<file path="src/design/ple_pkg.sv">
// shared types and constants for the positional list engine
// no dependencies
package ple_pkg;

  // list depth and derived widths
  localparam int CAPACITY = 16;
  localparam int IDX_W    = (CAPACITY > 1) ? $clog2(CAPACITY) : 1;
  localparam int CNT_W    = $clog2(CAPACITY + 1);
  localparam int POS_W    = 8;
  localparam int CMP_W    = ((CNT_W > POS_W) ? CNT_W : POS_W) + 1;
  localparam int DATA_W   = 32;
  localparam int OCNT_W   = 5;

  // command codes
  localparam logic [2:0] CMD_INS_HEAD = 3'd0;
  localparam logic [2:0] CMD_INS_TAIL = 3'd1;
  localparam logic [2:0] CMD_INS_POS  = 3'd2;
  localparam logic [2:0] CMD_DEL_HEAD = 3'd3;
  localparam logic [2:0] CMD_DEL_TAIL = 3'd4;
  localparam logic [2:0] CMD_DEL_POS  = 3'd5;

  // status codes
  localparam logic [1:0] ST_OK     = 2'd0;
  localparam logic [1:0] ST_EMPTY  = 2'd1;
  localparam logic [1:0] ST_BADPOS = 2'd2;
  localparam logic [1:0] ST_FULL   = 2'd3;

  // command word
  typedef struct packed {
    logic [2:0]              cmd;
    logic signed [DATA_W-1:0] value;
    logic [POS_W-1:0]        position;
  } ple_cmd_t;

  // result word
  typedef struct packed {
    logic [1:0]              status;
    logic signed [DATA_W-1:0] removed_value;
    logic [OCNT_W-1:0]       element_count;
  } ple_res_t;

endpackage

</file>
<file path="src/design/ple_ram.sv">
// generic single write port ram with one registered read port
// no dependencies
module ple_ram #(
  parameter int WIDTH = 32,
  parameter int DEPTH = 16
) (
  input  logic                                   clk_i,
  input  logic                                   we_i,
  input  logic [((DEPTH > 1) ? $clog2(DEPTH) : 1)-1:0] waddr_i,
  input  logic [WIDTH-1:0]                       wdata_i,
  input  logic [((DEPTH > 1) ? $clog2(DEPTH) : 1)-1:0] raddr_i,
  output logic [WIDTH-1:0]                       rdata_o
);

  logic [WIDTH-1:0] mem_q [DEPTH];

  // write port and registered read
  always_ff @(posedge clk_i) begin
    if (we_i) begin
      mem_q[waddr_i] <= wdata_i;
    end
    rdata_o <= mem_q[raddr_i];
  end

endmodule

</file>
<file path="src/design/positional_list_engine.sv">
// positional list engine top level: command decode and shift sequencer
// depends on ple_pkg and ple_ram
//
// Usage: a command word (cmd, value, position) is taken at a clock edge
// where start_i is high and busy is low. Exactly one result word
// (status, removed_value, element_count) follows, shown for one cycle with
// done_o high; the receiver cannot stall it and must take it then.
// Elements live in a CAPACITY-deep ram with one read and one write port;
// every element moved is read and then written back one slot over.
// A rejected or unused command gives its result with no shifting. An
// insert moves the elements from the tail down to the target index up by
// one slot, then writes the value there; a delete captures the removed
// word, then moves the elements above it down by one slot.
// For an insert or delete that is carried out, busy is high from the
// accept until the cycle done_o rises; for a rejected or unused command
// busy stays low. A new command may be given in the same cycle that
// done_o is high. Reset clears the element count and the sequencer; ram
// contents are not cleared, as only entries below the count are ever used.
module positional_list_engine (
  input  logic              clk_i,
  input  logic              rst_ni,
  input  logic              start_i,
  input  ple_pkg::ple_cmd_t cmd_i,
  output logic              busy,
  output logic              done_o,
  output ple_pkg::ple_res_t res_o
);
  import ple_pkg::*;

  typedef enum logic [2:0] {
    S_IDLE,
    S_INS_CHK,
    S_INS_WR,
    S_DEL_CAP,
    S_DEL_CHK,
    S_DEL_WR
  } state_e;

  state_e                   state_q;
  logic [CNT_W-1:0]         count_q;
  logic [IDX_W-1:0]         ptr_q;
  logic [IDX_W-1:0]         tgt_q;
  logic signed [DATA_W-1:0] val_q;
  logic                     done_q;
  ple_res_t                 res_q;

  // decode of the incoming command
  logic [CMP_W-1:0] cnt_x;
  logic [CMP_W-1:0] pos_x;
  logic [1:0]       dec_st;
  logic             dec_ins;
  logic             dec_del;
  logic [IDX_W-1:0] dec_idx;
  logic             accept;

  // ram control
  logic              ram_we;
  logic [IDX_W-1:0]  ram_waddr;
  logic [DATA_W-1:0] ram_wdata;
  logic [IDX_W-1:0]  ram_raddr;
  logic [DATA_W-1:0] ram_rdata;

  assign accept = start_i && (state_q == S_IDLE);
  assign cnt_x  = CMP_W'(count_q);
  assign pos_x  = CMP_W'(cmd_i.position);

  // check the command against the current fill level
  always_comb begin
    dec_st  = ST_OK;
    dec_ins = 1'b0;
    dec_del = 1'b0;
    dec_idx = '0;
    unique case (cmd_i.cmd)
      CMD_INS_HEAD: begin
        dec_ins = 1'b1;
        if (cnt_x == CMP_W'(CAPACITY)) dec_st = ST_FULL;
      end
      CMD_INS_TAIL: begin
        dec_ins = 1'b1;
        dec_idx = IDX_W'(cnt_x);
        if (cnt_x == CMP_W'(CAPACITY)) dec_st = ST_FULL;
      end
      CMD_INS_POS: begin
        dec_ins = 1'b1;
        dec_idx = IDX_W'(pos_x - CMP_W'(1));
        if (cnt_x == CMP_W'(CAPACITY)) dec_st = ST_FULL;
        else if (pos_x == '0) dec_st = ST_BADPOS;
        else if (pos_x > cnt_x + CMP_W'(1)) dec_st = ST_BADPOS;
      end
      CMD_DEL_HEAD: begin
        dec_del = 1'b1;
        if (cnt_x == '0) dec_st = ST_EMPTY;
      end
      CMD_DEL_TAIL: begin
        dec_del = 1'b1;
        dec_idx = IDX_W'(cnt_x - CMP_W'(1));
        if (cnt_x == '0) dec_st = ST_EMPTY;
      end
      CMD_DEL_POS: begin
        dec_del = 1'b1;
        dec_idx = IDX_W'(pos_x - CMP_W'(1));
        if (cnt_x == '0) dec_st = ST_EMPTY;
        else if (pos_x == '0) dec_st = ST_BADPOS;
        else if (pos_x > cnt_x) dec_st = ST_BADPOS;
      end
      default: begin
      end
    endcase
  end

  // ram address and write steering per sequencer step
  always_comb begin
    ram_we    = 1'b0;
    ram_waddr = ptr_q;
    ram_wdata = ram_rdata;
    ram_raddr = ptr_q;
    unique case (state_q)
      S_IDLE: begin
        ram_raddr = dec_idx;
      end
      S_INS_CHK: begin
        ram_raddr = ptr_q - IDX_W'(1);
        if (ptr_q == tgt_q) begin
          ram_we    = 1'b1;
          ram_wdata = val_q;
        end
      end
      S_INS_WR: begin
        ram_we = 1'b1;
      end
      S_DEL_CAP: begin
      end
      S_DEL_CHK: begin
        ram_raddr = ptr_q + IDX_W'(1);
      end
      S_DEL_WR: begin
        ram_we = 1'b1;
      end
      default: begin
      end
    endcase
  end

  // sequencer, element count and result register
  always_ff @(posedge clk_i or negedge rst_ni) begin
    if (!rst_ni) begin
      state_q <= S_IDLE;
      count_q <= '0;
      done_q  <= 1'b0;
      ptr_q   <= '0;
      tgt_q   <= '0;
    end else begin
      done_q <= 1'b0;
      unique case (state_q)
        S_IDLE: begin
          if (accept) begin
            res_q.status        <= dec_st;
            res_q.removed_value <= '0;
            res_q.element_count <= OCNT_W'(cnt_x);
            val_q               <= cmd_i.value;
            if (dec_st != ST_OK || (!dec_ins && !dec_del)) begin
              done_q <= 1'b1;
            end else if (dec_ins) begin
              ptr_q   <= IDX_W'(cnt_x);
              tgt_q   <= dec_idx;
              state_q <= S_INS_CHK;
            end else begin
              ptr_q   <= dec_idx;
              tgt_q   <= IDX_W'(cnt_x - CMP_W'(1));
              state_q <= S_DEL_CAP;
            end
          end
        end
        // shift up until the gap reaches the target slot
        S_INS_CHK: begin
          if (ptr_q == tgt_q) begin
            count_q             <= CNT_W'(cnt_x + CMP_W'(1));
            res_q.element_count <= OCNT_W'(cnt_x + CMP_W'(1));
            done_q              <= 1'b1;
            state_q             <= S_IDLE;
          end else begin
            state_q <= S_INS_WR;
          end
        end
        S_INS_WR: begin
          ptr_q   <= ptr_q - IDX_W'(1);
          state_q <= S_INS_CHK;
        end
        // grab the word being removed
        S_DEL_CAP: begin
          res_q.removed_value <= ram_rdata;
          state_q             <= S_DEL_CHK;
        end
        // shift down until the last slot is reached
        S_DEL_CHK: begin
          if (ptr_q == tgt_q) begin
            count_q             <= CNT_W'(cnt_x - CMP_W'(1));
            res_q.element_count <= OCNT_W'(cnt_x - CMP_W'(1));
            done_q              <= 1'b1;
            state_q             <= S_IDLE;
          end else begin
            state_q <= S_DEL_WR;
          end
        end
        S_DEL_WR: begin
          ptr_q   <= ptr_q + IDX_W'(1);
          state_q <= S_DEL_CHK;
        end
        default: begin
          state_q <= S_IDLE;
        end
      endcase
    end
  end

  ple_ram #(
    .WIDTH (DATA_W),
    .DEPTH (CAPACITY)
  ) u_ram (
    .clk_i   (clk_i),
    .we_i    (ram_we),
    .waddr_i (ram_waddr),
    .wdata_i (ram_wdata),
    .raddr_i (ram_raddr),
    .rdata_o (ram_rdata)
  );

  assign busy   = (state_q != S_IDLE);
  assign done_o = done_q;
  assign res_o  = res_q;

endmodule
</file>
<file path="config.mk">
export PLATFORM = sky130hd
export DESIGN_NAME = positional_list_engine
export DESIGN_NICKNAME = d
export VERILOG_FILES = /design/src/design/ple_pkg.sv /design/src/design/ple_ram.sv /design/src/design/positional_list_engine.sv
export SDC_FILE = /design/constraint.sdc
export NUM_CORES = 1
export LEC_CHECK = 0
export BUFFER_PORTS_ARGS = -buffer_cell sky130_fd_sc_hd__buf_2
export CAP_MARGIN = 25
export CORE_MARGIN = 3
export CORE_UTILIZATION = 56
export DETAILED_ROUTE_END_ITERATION = 8
export HOLD_SLACK_MARGIN = 0.02
export PLACE_DENSITY = 0.76
export SYNTH_ARGS = -nofsm -noshare
export SYNTH_HDL_FRONTEND = slang
export SYNTH_SLANG_ARGS = --single-unit
</file>
<file path="constraint.sdc">
create_clock -name clk_i -period 4.65 [get_ports clk_i]
set_input_delay 0.465 -clock clk_i [delete_from_list [all_inputs] [get_ports clk_i]]
set_output_delay 0.465 -clock clk_i [all_outputs]
set_load 0.03 [all_outputs]
</file>
==> flow_summary.ini <==
[run_status]
status = finished clean

[drt]
ant_nets = 0
viasPerCell = 6.06
wl_per_cell_um = 23.8
dr.pass1.iters = 7
drtIter0Drc = 1448
drc_errors = 0
drt_wl_total_um = 56900
via_count = 14500

[power]
p_clk_share_pct = 23.5
power.density_nw_per_um2 = 728
leakagePower_nw = 11.0
ir_drop_mv = 0.855
combPwrFrac_pct = 39.7
sw_frac_of_total_pct = 36.2
intPower_mw = 13.9
finalPower_mw = 21.8
pwr-share-seq_pct = 36.8
switchingPower_mw = 7.87

[timing]
final-hold-violation-count = 0
setup_viol = 0
slew_headroom_pct = 35.5
slew_violations = 0
holdWs_ps = 178
rsz0062_at_grt = false
clock-skew-final_ps = 16.0
period_minus_slack_ps = 3450
post-route-period-util_pct = 74.1
tns_ps = 0
worst-slew-pin-transition_ps = 967
max_freq_ghz = 0.290

[cts]
post_cts_buffers = 0
clockBufferDepth = 3
ctsHtreeMaxLevel = 2
clkTransAtPathRegs_ps = 60
cts_root_buffer = clkbuf_16
cts.sink_count = 632
clk_latency_ps = 630
cts_buffers = 60
cts_tree = yes

[setup_path]
worst_ep_required_time_ps = 5170
cp.arrival_ps = 3970
crit_buf_inv = 1
crit_top_cell = ha_1
path_cells = ha_1, nand3_1, xnor2_1, inv_1, ha_1, and3_1, nand4_1, o211a_1, a21oi_1, o21ai_1, nand2_1, o221a_1
cpPeakStageDelay_ps = 710
endpoint_kind = flop
start_kind = flop
cp_max_fo = 14
cp_slowest_cell = o21ai_1
reg2reg_depth = 12
cp_top_family = compound AO/OA/AOI/OAI gates
criticalPathCategory = reg2reg
path_depth = 12

[global_route]
antenna_found_initial = 0
grt_pass1_vias = 14600
track_usage_pct = 22.9
grt_max_degree = 112
grt_overflow = 0
grt_pass1_wl_um = 87500

[finish]
final_common_cell = edfxtp_1
final_cell_mix = 583 x edfxtp_1, 260 x mux2i_1, 94 x a21oi_1, 88 x nor2_1, 86 x buf_2
area_growth_pct = 13.8
nets = 1798
drive_gt1_share_pct = 22.2

[synth]
avgSynthCellArea_um2 = 16.3
synth_area_leaders = edfxtp_1 67%, mux2i_1 9.9%, mux2_2 3.3%
synth_ff_type = edfxtp_1
yosysTopAreaCell = edfxtp_1
synth_fp_nets = 1672
ys_ff_latch = 632
synth_area_um2 = 26300
synth_warnings = 0
synth_cell_types = 72
synth_top_area_share_pct = 66.6
ys_seq_area_share_pct = 70.6
synth-edff-count = 583
async_reset_ff_share_pct = 2.69
syn_inst = 1609

[floorplanning]
dieArea_um2 = 49600
dieHeight_um = 223
rows = 78
die_w_um = 223
io-pin-count = 87
coreArea_um2 = 45900
start_util_pct = 57.3

[placed_design]
port_buffers = 86
hpwl_um = 31800
globalplace.congestion = 0.871

[min_path]
worstHoldPathCells = 2
min_path_type = in2reg

[flow_run]
maxCapViolCount = 0
[metal layers]
metal  vias up  track usage [%]  wire [um]
li1       6504                -          -
met1      7330             31.1      23700
met2       520             37.8      28100
met3       106             4.56       3600
met4         0             7.30       1510
met5         -                0          0
[power by group through the flow]
stage | clock (mW) | combinational, mW | sequential (mW)
final | 5.12 | 8.64 | 8.01
after global routing | 5.44 | 9.34 | 8.06
after CTS | 5.20 | 8.67 | 8.00
after detailed placement | 0 | 8.57 | 8.11
after global placement | 0 | 8.36 | 8.08
after floorplan | 0 | 6.69 | 8.01
[path summary, 6_finish.rpt]
path / startpoint / endpoint / slack (ps)
max: count_q[0] / ptr_q[3] / 1200
min: start_i / state_q[0] / 180
max reg2reg: count_q[0] / ptr_q[3] / 1200
min reg2reg: tgt_q[3] / tgt_q[3] / 500
max in group asynchronous: rst_ni / state_q[1] / 3930
min in group asynchronous: rst_ni / count_q[2] / 340
[cells in the mapped netlist (all sizes together), types with 3 or more instances]
cell type,number
o22ai,11
buf,64
ha,17
inv,22
mux2,96
o31ai,5
dfxtp,32
mux2i,260
clkbuf,30
edfxtp,583
and3,37
and2,6
a21oi,95
o221ai,33
xnor2,17
nand3,11
nand2,45
o21ai,25
a22oi,36
dfrtp,17
o211ai,3
nand4,3
nor3,16
nand2b,7
a221oi,4
nor2,96
[layout make-up]
cell class	count	area, um^2
well taps	600	751
inverters	22	82.6
diodes	1	2.50
flip-flops and latches	632	18600
fillers	3132	15900
repair buffers	158	1200
clock buffers	80	1640
clock inverters	34	450
multi-input cells	861	7220
[cell families after synthesis]
kind of cell | share of synthesized area (%)
buf+inv | 2.35
xor+xnor | 0.661
flops | 70.6
simple gates | 4.23
mux | 14.0
fa+ha+maj | 0.809
compound gates | 7.32
[state kept, by name, indices dropped and copies added, names as in the netlist]
| signal | flops |
|---|---|
| u_ram.mem_q | 512 |
| res_o | 39 |
| u_ram.rdata_o | 32 |
| val_q | 32 |
| count_q | 5 |
| ptr_q | 4 |
| tgt_q | 4 |
| state_q | 3 |
| done_o | 1 |
[repair_timing]
action | in CTS | in global routing
endpoints found under the hold margin | 49 | 0
hold buffers | 33 | 0
gates resized for setup | 0 | 0
[stage by stage]
step | instance area, um^2 | worst slack (ps) | util [%] | cells
after CTS | 29900 | 1140 | 65.1 | 2384
after floorplan | 26300 | 298 | - | 1609
final | 29900 | 1200 | 65.2 | 2388
after global routing | 29900 | 854 | 65.2 | 2387
after detailed placement | 27400 | 1170 | 59.8 | 2237
after global placement | 27400 | 1220 | 59.7 | 2235
Note: power is estimated with default switching activity, not from simulation.
